[config.mk]
export PLATFORM = sky130hd
export DESIGN_NAME = annotation_word_encoder_flat
export DESIGN_NICKNAME = d
export VERILOG_FILES = /design/src/awe_pkg.sv /design/src/awe_if.sv /design/src/awe_frame_build.sv /design/src/annotation_word_encoder.sv /design/src/flat_wrapper.sv
export VERILOG_INCLUDE_DIRS = /design/src /design/src/src
export SDC_FILE = /design/constraint.sdc
export NUM_CORES = 1
export LEC_CHECK = 0
export BUFFER_PORTS_ARGS = -buffer_cell sky130_fd_sc_hd__buf_2
export CORE_MARGIN = 2
export CORE_UTILIZATION = 45
export DETAILED_ROUTE_END_ITERATION = 16
export HOLD_SLACK_MARGIN = 0.03
export MAX_ROUTING_LAYER = met4
export PLACE_DENSITY = 0.6
export SLEW_MARGIN = 20
export SYNTH_ARGS = -nofsm -noshare
export SYNTH_HDL_FRONTEND = slang
export SYNTH_HIERARCHICAL = 1
export SYNTH_SLANG_ARGS = --single-unit
[constraint.sdc]
create_clock -name clk -period 4.02 [get_ports clk]
set_input_delay 0.603 -clock clk [delete_from_list [all_inputs] [get_ports clk]]
set_output_delay 0.603 -clock clk [all_outputs]
set_load 0.03 [all_outputs]
[src/annotation_word_encoder_macros.svh]
// Assertion helpers shared by the encoder RTL.
`ifndef ANNOTATION_WORD_ENCODER_MACROS_SVH
`define ANNOTATION_WORD_ENCODER_MACROS_SVH

// Same-cycle implication, disabled while reset is high.
`define AWE_ASSERT_IMP(label, clk, rst, ante, cons) \
  label: assert property (@(posedge clk) disable iff (rst) (ante) |-> (cons)) \
    else $error("awe check failed");

// Next-cycle implication, disabled while reset is high.
`define AWE_ASSERT_NXT(label, clk, rst, ante, cons) \
  label: assert property (@(posedge clk) disable iff (rst) (ante) |=> (cons)) \
    else $error("awe check failed");

`endif

[src/awe_pkg.sv]
package awe_pkg;

  localparam int NSLOT = 8;

  // request codes
  localparam logic [1:0] REQ_ANN    = 2'd0;
  localparam logic [1:0] REQ_AUX    = 2'd1;
  localparam logic [1:0] REQ_EOF    = 2'd2;
  localparam logic [1:0] REQ_UNUSED = 2'd3;

  // pseudo-word codes, upper 6 bits of a word
  localparam logic [5:0] CODE_SKIP = 6'd59;
  localparam logic [5:0] CODE_NUM  = 6'd60;
  localparam logic [5:0] CODE_SUB  = 6'd61;
  localparam logic [5:0] CODE_CHN  = 6'd62;
  localparam logic [5:0] CODE_AUX  = 6'd63;

  // word slots, emitted lowest first
  localparam logic [2:0] SLOT_SKIP = 3'd0;
  localparam logic [2:0] SLOT_HI   = 3'd1;
  localparam logic [2:0] SLOT_LO   = 3'd2;
  localparam logic [2:0] SLOT_MAIN = 3'd3;
  localparam logic [2:0] SLOT_SUB  = 3'd4;
  localparam logic [2:0] SLOT_CHN  = 3'd5;
  localparam logic [2:0] SLOT_NUM  = 3'd6;
  localparam logic [2:0] SLOT_AUX  = 3'd7;

  typedef struct packed {
    logic [30:0] prev_time;
    logic [7:0]  prev_channel;
    logic [7:0]  prev_number;
    logic        order_flag;
  } state_t;

  typedef struct packed {
    logic [NSLOT-1:0]       mask;
    logic [NSLOT-1:0][15:0] slot_word;
    logic                   flag;
  } frame_t;

endpackage

[src/awe_if.sv]
interface awe_item_if;
  logic               valid;
  logic               ready;
  logic [1:0]         req_type;
  logic [30:0]        ann_time;
  logic [5:0]         ann_type;
  logic signed [7:0]  ann_subtype;
  logic [7:0]         ann_channel;
  logic signed [7:0]  ann_number;
  logic [7:0]         aux_length;
  logic [7:0]         aux_first;
  logic [7:0]         aux_second;

  modport source (
    output valid, req_type, ann_time, ann_type, ann_subtype, ann_channel,
           ann_number, aux_length, aux_first, aux_second,
    input  ready
  );
  modport sink (
    input  valid, req_type, ann_time, ann_type, ann_subtype, ann_channel,
           ann_number, aux_length, aux_first, aux_second,
    output ready
  );
endinterface

interface awe_word_if;
  logic        valid;
  logic        ready;
  logic [15:0] word;
  logic        last_word;
  logic        order_violation;

  modport source (output valid, word, last_word, order_violation, input ready);
  modport sink   (input valid, word, last_word, order_violation, output ready);
endinterface

[src/awe_frame_build.sv]
module awe_frame_build (
  input  logic [1:0]        req_type,
  input  logic [30:0]       ann_time,
  input  logic [5:0]        ann_type,
  input  logic signed [7:0] ann_subtype,
  input  logic [7:0]        ann_channel,
  input  logic signed [7:0] ann_number,
  input  logic [7:0]        aux_length,
  input  logic [7:0]        aux_first,
  input  logic [7:0]        aux_second,
  input  awe_pkg::state_t   st,
  output awe_pkg::state_t   st_next,
  output awe_pkg::frame_t   frame
);
  import awe_pkg::*;

  logic [31:0] delta;
  logic [31:0] delta_m1;
  logic [31:0] skip_val;
  logic        neg;
  logic        long_step;
  logic        null_type;
  logic        order_miss;
  logic [9:0]  step;

  // t - prev - 1 == t + ~prev, so both run in parallel
  assign delta     = {1'b0, ann_time} - {1'b0, st.prev_time};
  assign delta_m1  = {1'b0, ann_time} + ~{1'b0, st.prev_time};
  assign neg       = delta[31];
  assign long_step = neg | (|delta[30:10]);
  assign null_type = (ann_type == 6'd0);
  assign skip_val  = null_type ? delta_m1 : delta;
  assign step      = null_type ? 10'd1 : (long_step ? 10'd0 : delta[9:0]);

  // both times zero is the start of a file, never out of order
  assign order_miss = (neg || (delta == 32'd0 && ann_channel <= st.prev_channel)) &&
                      (ann_time != 31'd0 || st.prev_time != 31'd0);

  always_comb begin
    frame.mask      = '0;
    frame.slot_word = '0;
    frame.flag      = st.order_flag;
    st_next         = st;
    unique case (req_type)
      REQ_ANN: begin
        frame.flag                 = st.order_flag | order_miss;
        frame.mask[SLOT_SKIP]      = null_type | long_step;
        frame.mask[SLOT_HI]        = null_type | long_step;
        frame.mask[SLOT_LO]        = null_type | long_step;
        frame.mask[SLOT_MAIN]      = 1'b1;
        frame.mask[SLOT_SUB]       = (ann_subtype != 8'sd0);
        frame.mask[SLOT_CHN]       = (ann_channel != st.prev_channel);
        frame.mask[SLOT_NUM]       = ($unsigned(ann_number) != st.prev_number);
        frame.mask[SLOT_AUX]       = (aux_length != 8'd0);
        frame.slot_word[SLOT_SKIP] = {CODE_SKIP, 10'd0};
        frame.slot_word[SLOT_HI]   = skip_val[31:16];
        frame.slot_word[SLOT_LO]   = skip_val[15:0];
        frame.slot_word[SLOT_MAIN] = {ann_type, step};
        frame.slot_word[SLOT_SUB]  = {CODE_SUB, {2{ann_subtype[7]}}, ann_subtype};
        frame.slot_word[SLOT_CHN]  = {CODE_CHN, 2'b00, ann_channel};
        frame.slot_word[SLOT_NUM]  = {CODE_NUM, {2{ann_number[7]}}, ann_number};
        frame.slot_word[SLOT_AUX]  = {CODE_AUX, 2'b00, aux_length};
        st_next.prev_time          = ann_time;
        st_next.prev_channel       = ann_channel;
        st_next.prev_number        = $unsigned(ann_number);
        st_next.order_flag         = st.order_flag | order_miss;
      end
      REQ_AUX: begin
        frame.mask[SLOT_MAIN]      = 1'b1;
        frame.slot_word[SLOT_MAIN] = {aux_second, aux_first};
      end
      REQ_EOF: begin
        // zero end word carries the flag as it was, then everything clears
        frame.mask[SLOT_MAIN] = 1'b1;
        st_next               = '0;
      end
      REQ_UNUSED: begin
      end
      default: begin
      end
    endcase
  end

endmodule

[src/annotation_word_encoder.sv]
// Annotation word encoder, MIT annotation format.
// items (sink): one request per handshake; an annotation record, an aux byte
//   pair or an end-of-file marker, selected by req_type. Code 3 is taken and
//   dropped without output.
// words (source): 16-bit file words, one per handshake. last_word marks the
//   final word of a request; order_violation is the sticky order flag.
// The first word of a request is valid in the cycle after it is taken.
// Throughput: one word per cycle while words.ready is high. A request gives
//   one word per pending slot, 1 to 8; a record with a long or null time
//   step and every optional pseudo-word gives 8. The word frame register is
//   the only buffer: the next request is taken in the same cycle the last word
//   of this one is taken, so single-word requests stream at one per cycle.
// Receiver stall: the current word holds and items.ready stays low until the
//   frame's last word is taken.
// Reset (rst, synchronous): previous time, channel, number and the order flag
//   clear to zero and any pending words are dropped. An end-of-file request
//   clears the same state when it is taken; its zero word keeps the old flag.
`include "annotation_word_encoder_macros.svh"

module annotation_word_encoder (
  input logic        clk,
  input logic        rst,
  awe_item_if.sink   items,
  awe_word_if.source words
);
  import awe_pkg::*;

  state_t                 st;
  state_t                 st_next;
  frame_t                 frame;
  logic [NSLOT-1:0]       mask;
  logic [NSLOT-1:0]       mask_next;
  logic [NSLOT-1:0][15:0] slot_word;
  logic                   flag;
  logic [NSLOT-1:0]       mask_rest;
  logic [2:0]             sel;
  logic                   in_take;
  logic                   out_take;

  awe_frame_build u_build (
    .req_type    (items.req_type),
    .ann_time    (items.ann_time),
    .ann_type    (items.ann_type),
    .ann_subtype (items.ann_subtype),
    .ann_channel (items.ann_channel),
    .ann_number  (items.ann_number),
    .aux_length  (items.aux_length),
    .aux_first   (items.aux_first),
    .aux_second  (items.aux_second),
    .st          (st),
    .st_next     (st_next),
    .frame       (frame)
  );

  // lowest pending slot goes out first
  always_comb begin
    sel = '0;
    for (int i = NSLOT - 1; i >= 0; i--) begin
      if (mask[i]) sel = 3'(i);
    end
  end

  assign mask_rest = mask & (mask - {{(NSLOT-1){1'b0}}, 1'b1});

  assign words.valid           = |mask;
  assign words.word            = slot_word[sel];
  assign words.last_word       = (mask_rest == '0);
  assign words.order_violation = flag;

  assign items.ready = !(|mask) || (words.ready && words.last_word);
  assign in_take     = items.valid && items.ready;
  assign out_take    = words.valid && words.ready;

  always_comb begin
    mask_next = mask;
    if (out_take) mask_next = mask_rest;
    if (in_take)  mask_next = frame.mask;
  end

  always_ff @(posedge clk) begin
    if (rst) begin
      st   <= '0;
      mask <= '0;
    end else begin
      mask <= mask_next;
      if (in_take) st <= st_next;
    end
  end

  always_ff @(posedge clk) begin
    if (in_take) begin
      slot_word <= frame.slot_word;
      flag      <= frame.flag;
    end
  end

  `AWE_ASSERT_NXT(a_more_words, clk, rst, out_take && !words.last_word, words.valid)
  `AWE_ASSERT_IMP(a_ready_busy, clk, rst, (|mask) && items.ready,
                  words.ready && words.last_word)
  `AWE_ASSERT_NXT(a_eof_clear, clk, rst, in_take && items.req_type == REQ_EOF,
                  st == '0)
  `AWE_ASSERT_NXT(a_flag_sticky, clk, rst,
                  st.order_flag && !(in_take && items.req_type == REQ_EOF), st.order_flag)

endmodule
[src/flat_wrapper.sv]
// flat-port wrapper written by rule: the top's interface ports become plain ports
module annotation_word_encoder_flat import awe_pkg::*;
  (clk, rst, items_valid, items_req_type, items_ann_time, items_ann_type, items_ann_subtype, items_ann_channel, items_ann_number, items_aux_length, items_aux_first, items_aux_second, items_ready, words_valid, words_word, words_last_word, words_order_violation, words_ready);
  awe_item_if items_i ();
  awe_word_if words_i ();
  input logic clk;
  input logic rst;
  input wire logic [$bits(items_i.valid)-1:0] items_valid;
  input wire logic [$bits(items_i.req_type)-1:0] items_req_type;
  input wire logic [$bits(items_i.ann_time)-1:0] items_ann_time;
  input wire logic [$bits(items_i.ann_type)-1:0] items_ann_type;
  input wire logic [$bits(items_i.ann_subtype)-1:0] items_ann_subtype;
  input wire logic [$bits(items_i.ann_channel)-1:0] items_ann_channel;
  input wire logic [$bits(items_i.ann_number)-1:0] items_ann_number;
  input wire logic [$bits(items_i.aux_length)-1:0] items_aux_length;
  input wire logic [$bits(items_i.aux_first)-1:0] items_aux_first;
  input wire logic [$bits(items_i.aux_second)-1:0] items_aux_second;
  output wire logic [$bits(items_i.ready)-1:0] items_ready;
  output wire logic [$bits(words_i.valid)-1:0] words_valid;
  output wire logic [$bits(words_i.word)-1:0] words_word;
  output wire logic [$bits(words_i.last_word)-1:0] words_last_word;
  output wire logic [$bits(words_i.order_violation)-1:0] words_order_violation;
  input wire logic [$bits(words_i.ready)-1:0] words_ready;
  assign items_i.valid = items_valid;
  assign items_i.req_type = items_req_type;
  assign items_i.ann_time = items_ann_time;
  assign items_i.ann_type = items_ann_type;
  assign items_i.ann_subtype = items_ann_subtype;
  assign items_i.ann_channel = items_ann_channel;
  assign items_i.ann_number = items_ann_number;
  assign items_i.aux_length = items_aux_length;
  assign items_i.aux_first = items_aux_first;
  assign items_i.aux_second = items_aux_second;
  assign items_ready = items_i.ready;
  assign words_valid = words_i.valid;
  assign words_word = words_i.word;
  assign words_last_word = words_i.last_word;
  assign words_order_violation = words_i.order_violation;
  assign words_i.ready = words_ready;
  annotation_word_encoder u_core (.clk(clk), .rst(rst), .items(items_i), .words(words_i));
endmodule
==> metrics.txt, run 1 <==
number of enable flip-flop cells after synthesis=129; CP required=4330 ps; WP depth=14; post-DR wirelength/cell=20.9 um; delay-heaviest family, CP=compound AO/OA/AOI/OAI gates; CORE AREA=27,000 um2; final setup fails=0; Overall Global Routing Usage=26.0%; gp weighted congestion=0.967; drt first-iter violations=971; FILL cells=2,569; CTS tree=done; number of antenna diodes=0; DR top layer=met4; critical path's slowest cell=nor4b_1; Post-Route WL=36,300 um; mean post-synth cell area=9.27 um2; IO Count=111; Slew Viols, Final=0; # Post-CTS Setup Buffers=0; CTS Buffer Depth=2; root buffer cell=clkbuf_16; count of input and output buffers=110; Initial Util=46.0%; CP Max Fanout=12; routed wl met2=15,600 um; Reg clk slew, reported paths=80 ps; Avg Vias per Cell=5.99; Vias=10,400; Worst-Margin Slew=895 ps; Cells after Synth=1,340; Post-synth top cells=169 x nand2_1, 129 x edfxtp_1, 77 x nor2_1; cts repair resizes=0; status=completed; Synth cell types=84; Max Cap Viol=0; Worst path max stage delay=520 ps; synth top area cells=edfxtp_1 31%, dfxtp_1 9.0%, nand2_1 5.1%; hold depth=2; Rows=60; worst skew pair latency=440 ps; Critical Path Start Type=flip-flop; CTS Buf Count=17; DRC Markers=0; vias in the first global route=9,876; CP Capture Type=flip-flop; leakage dissipation=5.32 nW; fraction of layout cells with a size suffix above 1=15.7%; Synthesis Warnings=6; Post-synth top flop=edfxtp_1; grt ovf=0; Period Utilization, post-route=92.3%; maximum vdd ir drop=0.000238 V; relative slew slack=38.8%; M1 wire length=17,900 um; skew final=17.2 ps; RSZ-0062 raised after global routing=false; sequential share of the synthesized area=40.2%; htree depth=4; Max Fclk=0.269 GHz; Total Neg Setup Slack=0 ps; Placed Instances=1,701; ys async rst share=0%; DRT Pass-1 Iters=5; nets=1,512; reg2reg path depth=14; # hold bufs at CTS=0; fin crit period=3710 ps; critical setup path kind=flip-flop to flip-flop; Synth area leader=edfxtp_1; width of the chip=170 um; initial antenna violation count=0; Post-DP HPWL=27,100 um; Die Span Y=170 um; largest net degree at the start of global routing=70; post-synthesis register bit count=185; crit path buf inv count=1; first-pass GRT wire length=56,000 um; final hold violation count=0; CP Cell Sequence=ha_1 -> inv_1 -> fa_1 -> a211oi_2 -> nor4bb_1 -> a211o_1 -> a22oi_1 -> mux2i_1 -> nor4b_1 -> and4bb_1 -> nand2_2 -> o21a_1 -> o211ai_1 -> a21oi_1; Tightest Hold Check Type=input port to flip-flop; mapped cell area=12,400 um2; Area growth syn-to-layout=9.35%; arrival time at the worst endpoint=4020 ps; fin cells=1,733; Die ar.=28,900 um2; Cell Pwr Density=424 nW/um2; top-count cell post-synth=nand2_1; Clock Sinks=185; WL met3=2180 um; post-route ant nets=0; area share of the largest cell type after synthesis=31.2%
cell usage in the layout (no fill, tap or decap), types with 13 or more instances in the layout:
cell         n
and3_1      70
o21ai_1     13
edfxtp_1   129
buf_4       35
a2111oi_0   50
nand2_1    168
mux2i_1     59
a21oi_1     62
ha_1        40
o21ai_0     36
a211oi_1    25
inv_1       53
o21a_1      14
a21o_1      24
dfxtp_1     56
a22o_1      29
buf_2      110
nor2_1      76
clkbuf_16   17
xor2_1      31
conb_1      19
nand4_1     22
xnor2_1     21
and2_1      34
nor4_1      41
path summary, 6_finish.rpt:
check / slack [ps] / startpoint / end
setup / recovery: 310 / u_core/st[17] / u_core/mask[1]
setup reg to reg: 310 / u_core/st[17] / u_core/mask[1]
hold / removal: 440 / rst / u_core/mask[2]
hold reg to reg: 470 / u_core/st[0] / u_core/st[0]
power by group:
part	internal, W	switching, W
Sequential	0.00224	0.0000799
Clock	0.000858	0.000883
Combinational	0.000558	0.00114
flip-flops by register name, summed over array words and instances, names as in the netlist:
| name | count |
|---|---|
| u_core/mask | 8 |
| u_core/words.order_violation | 1 |
| u_core/st | 48 |
| u_core/slot_word | 128 |
final cells by class:
class	count	area, um2	share of cell area [%]
well taps	341	427	3.14
clock buffers	17	425	3.13
clock inverters	15	183	1.34
inverters	55	206	1.52
multi-input cells	971	6450	47.5
flip-flops and latches	185	4990	36.8
repair buffers	149	893	6.58
logic make-up (layout without fill, tap and decap cells):
group	after synthesis	in the layout	synth area share [%]
DFF	185	185	40.2
and+or+nand+nor	469	469	18.9
other	1	19	0.0302
xor gates and xnor gates	52	52	3.67
adders and majority gates	43	43	4.43
muxes	61	61	4.94
AOI/OAI and AO/OA	327	327	19.1
buffers and inverters	202	236	8.66
per-layer routing:
layer  global-route usage, %  up-vias
met5                       -        -
met4                    6.09        0
met3                    3.63       34
met2                    37.8      359
met1                    38.2     5011
li1                        -     4971
through the flow:
| step | hold WS (ps) | worst slack, ps | util [%] | power (W) | cell area (um2) |
|---|---|---|---|---|---|
| floorplan | 434 | 492 | - | 0.00350 | 12500 |
| global route | 427 | 105 | 50.3 | 0.00601 | 13600 |
| global placement | 448 | 109 | 48.0 | 0.00404 | 13000 |
| finish | 438 | 309 | 50.3 | 0.00575 | 13600 |
| detailed placement | 463 | 48.0 | 48.0 | 0.00404 | 13000 |
| CTS | 418 | 330 | 50.3 | 0.00578 | 13600 |
(Power assumes the default switching activity.)
==> run 2, diff against run 1 <==
- PLACE_DENSITY: 0.6 -> 0.61
- SYNTH_HIERARCHICAL: 1 -> not set
==> metrics.txt, run 2 <==
# hold bufs at CTS=0 (unchanged); post-synthesis register bit count=138 (was 185); fin crit period=3790 ps (was 3710 ps); Largest regs=u_core.slot_word x81, u_core.st x48, u_core.mask x8 (was u_core/slot_word x128, u_core/st x48, u_core/mask x8); Cell Pwr Density=413 nW/um2 (was 424 nW/um2); CTS Buffer Depth=2 (unchanged); CP endpoint=u_core.words.order_violation (was u_core/mask[1]); post-route ant nets=0 (unchanged); Worst-Margin Slew=989 ps (was 895 ps); CP Capture Type=flip-flop (unchanged); Cells after Synth=1,115 (was 1,340); Post-DP HPWL=23,900 um (was 27,100 um); status=completed (unchanged); DRC Markers=0 (unchanged); CTS Buf Count=17 (unchanged); grt ovf=0 (unchanged); Initial Util=45.6% (was 46.0%); Clock Sinks=138 (was 185); footprint of the multi-input gates=5460 um2 (was 6450 um2); number of enable flip-flop cells after synthesis=82 (was 129); placed inst area=10,800 um2 (was 13,000 um2); drt first-iter violations=1,053 (was 971); FILL cells=2,003 (was 2,569); syn_nets=1,248; Max Fclk=0.264 GHz (was 0.269 GHz); Synth Area in Compound Gates=20.2% (was 19.1%); CP Max Fanout=5 (was 12); Area growth syn-to-layout=19.8% (was 9.35%); FF-to-FF Start=u_core.st[17] (was u_core/st[17]); critical setup path kind=flip-flop to flip-flop (unchanged); Post-Route WL=30,600 um (was 36,300 um); Final Instance Area=11,400 um2 (was 13,600 um2); mean post-synth cell area=8.57 um2 (was 9.27 um2); mapped cell area=9560 um2 (was 12,400 um2); first element of the critical path=u_core.st[17] (was u_core/st[17]); max reg flops=81 (was 128); final hold violation count=0 (unchanged); mux contribution to synthesized area=4.05% (was 4.94%); most common cell after layout, fill and taps aside=nor2_1 (was nand2_1); number of antenna diodes=0 (unchanged); cts repair resizes=0 (unchanged); skew final=12.0 ps (was 17.2 ps); final setup fails=0 (unchanged); reg2reg path depth=12 (was 14); Period Utilization, post-route=94.3% (was 92.3%); DRT Pass-1 Iters=6 (was 5); CTS tree=done (unchanged); relative slew slack=34.0% (was 38.8%); CP required=4280 ps (was 4330 ps); maximum vdd ir drop=0.000243 V (was 0.000238 V); XOR/XNOR Fraction of Synth Area=4.86% (was 3.67%); width of the chip=150 um (was 170 um); IO Count=111 (unchanged); CORE AREA=21,000 um2 (was 27,000 um2); top-count cell post-synth=nor2_1 (was nand2_1); root buffer cell=clkbuf_16 (unchanged); initial antenna violation count=0 (unchanged); Reg clk slew, reported paths=70 ps (was 80 ps); Critical Path Start Type=flip-flop (unchanged); Synthesis Warnings=0 (was 6); Synth area leader=edfxtp_1 (unchanged); count of input and output buffers=110 (unchanged); Post-synth top cells=153 x nor2_1, 123 x a21oi_1, 91 x nand2_1 (was 169 x nand2_1, 129 x edfxtp_1, 77 x nor2_1); Top reg by flops=u_core.slot_word (was u_core/slot_word); post-DR wirelength/cell=19.7 um (was 20.9 um); Post-synth top flop=edfxtp_1 (unchanged); adder-cell share of the synthesized area=5.97% (was 4.43%); Synth cell types=69 (was 84); Placed Instances=1,517 (was 1,701); post-synthesis simple-gate area fraction=21.8% (was 18.9%); Overall Global Routing Usage=28.1% (was 26.0%); sequential share of the synthesized area=37.5% (was 40.2%); RSZ-0062 raised after global routing=false (unchanged); Avg Vias per Cell=5.84 (was 5.99); Vias=9,044 (was 10,400); area share of the largest cell type after synthesis=25.8% (was 31.2%); Die Span Y=150 um (was 170 um); FF/Latch Area=3580 um2 (was 4990 um2); reg2reg setup slack=230 ps (was 310 ps); commonest cells after routing, fill and taps aside=153 x nor2_1, 123 x a21oi_1, 110 x buf_2 (was 168 x nand2_1, 129 x edfxtp_1, 110 x buf_2); Slew Viols, Final=0 (unchanged); Total Neg Setup Slack=0 ps (unchanged); htree depth=4 (unchanged); leakage dissipation=4.49 nW (was 5.32 nW); worst skew pair latency=430 ps (was 440 ps); fraction of layout cells with a size suffix above 1=21.0% (was 15.7%); largest net degree at the start of global routing=64 (was 70); synth top area cells=edfxtp_1 26%, dfxtp_1 12%, a21oi_1 6.4% (was edfxtp_1 31%, dfxtp_1 9.0%, nand2_1 5.1%); FF-to-FF End=u_core.words.order_violation (was u_core/mask[1]); first-pass GRT wire length=46,800 um (was 56,000 um); arrival time at the worst endpoint=4050 ps (was 4020 ps); fin cells=1,549 (was 1,733); Tightest Hold Check Type=input port to flip-flop (unchanged); vias in the first global route=8,348 (was 9,876); nets=1,394 (was 1,512); Rows=53 (was 60); Max Cap Viol=0 (unchanged); main combinational cell family by area after synthesis=simple AND/OR/NAND/NOR gates (was compound AO/OA/AOI/OAI gates); Die ar.=22,400 um2 (was 28,900 um2); # Post-CTS Setup Buffers=0 (unchanged); fin util=54.6% (was 50.3%); ys async rst share=0% (unchanged); Design Power=0.00472 W (was 0.00575 W); gp weighted congestion=1.01 (was 0.967)
==> run 2: area by class of cell <==
cell class / instances / area share, %
Clock inverter: 15 / 1.49
Clock buffer: 17 / 3.72
Multi-Input combinational cell: 847 / 47.7
Timing Repair Buffer: 199 / 10.9
Tap cell: 275 / 3.01
Sequential cell: 138 / 31.3
Inverter: 58 / 1.90
==> run 2: metal layers <==
layer	wire length (um)	global-route usage (%)	part of all wire [%]
met5	0	-	0
met4	467	7.08	1.5
met2	12800	39.1	42
met1	15100	43.0	49
met3	2290	3.60	7.5
==> run 2: how the worst min path moves through the flow <==
| stage | startpoint | end | slack (ps) | depth (start not counted) |
|---|---|---|---|---|
| after floorplan | u_core.st[10] | u_core.st[10] | 470 | 2 |
| after global placement | u_core.st[10] | u_core.st[10] | 480 | 2 |
| after detailed placement | u_core.st[10] | u_core.st[10] | 490 | 2 |
| after CTS | items_ann_subtype[5] | u_core.slot_word[69] | 450 | 2 |
| after global routing | items_ann_subtype[2] | u_core.slot_word[66] | 460 | 2 |
| final | items_aux_length[2] | u_core.slot_word[114] | 460 | 2 |
==> run 2: report_power, final <==
part	internal, W	switching, W	total (W)	leakage [nW]
registers	0.00164	0.0000562	0.00170	1.28
logic	0.000522	0.000905	0.00143	2.92
clock network	0.000889	0.000710	0.00160	0.293
==> run 2: cell families after synthesis <==
family | count (synthesis)
adders and majority gates | 45
muxes | 26
xor gates and xnor gates | 53
and+or+nand+nor | 425
buffers and inverters | 130
DFF | 138
AOI/OAI and AO/OA | 298
==> run 2: per-stage QoR <==
step / setup WS (ps) / hold WS [ps]
2_1_floorplan: 124 / 465
3_3_place_gp: -74.9 / 482
3_5_place_dp: -132 / 486
4_1_cts: 233 / 447
5_1_grt: 110 / 457
6_report: 231 / 464
==> run 2: worst max-delay path, stage by stage, from the launching register on <==
cell	delay (ps)
dfxtp_1	400
ha_1	180
inv_1	70
fa_1	430
a211oi_4	290
o21ai_2	130
a32o_1	260
or3_1	320
a221oi_2	240
o2111ai_1	130
or4_4	470
or4_4	530
o31ai_4	180
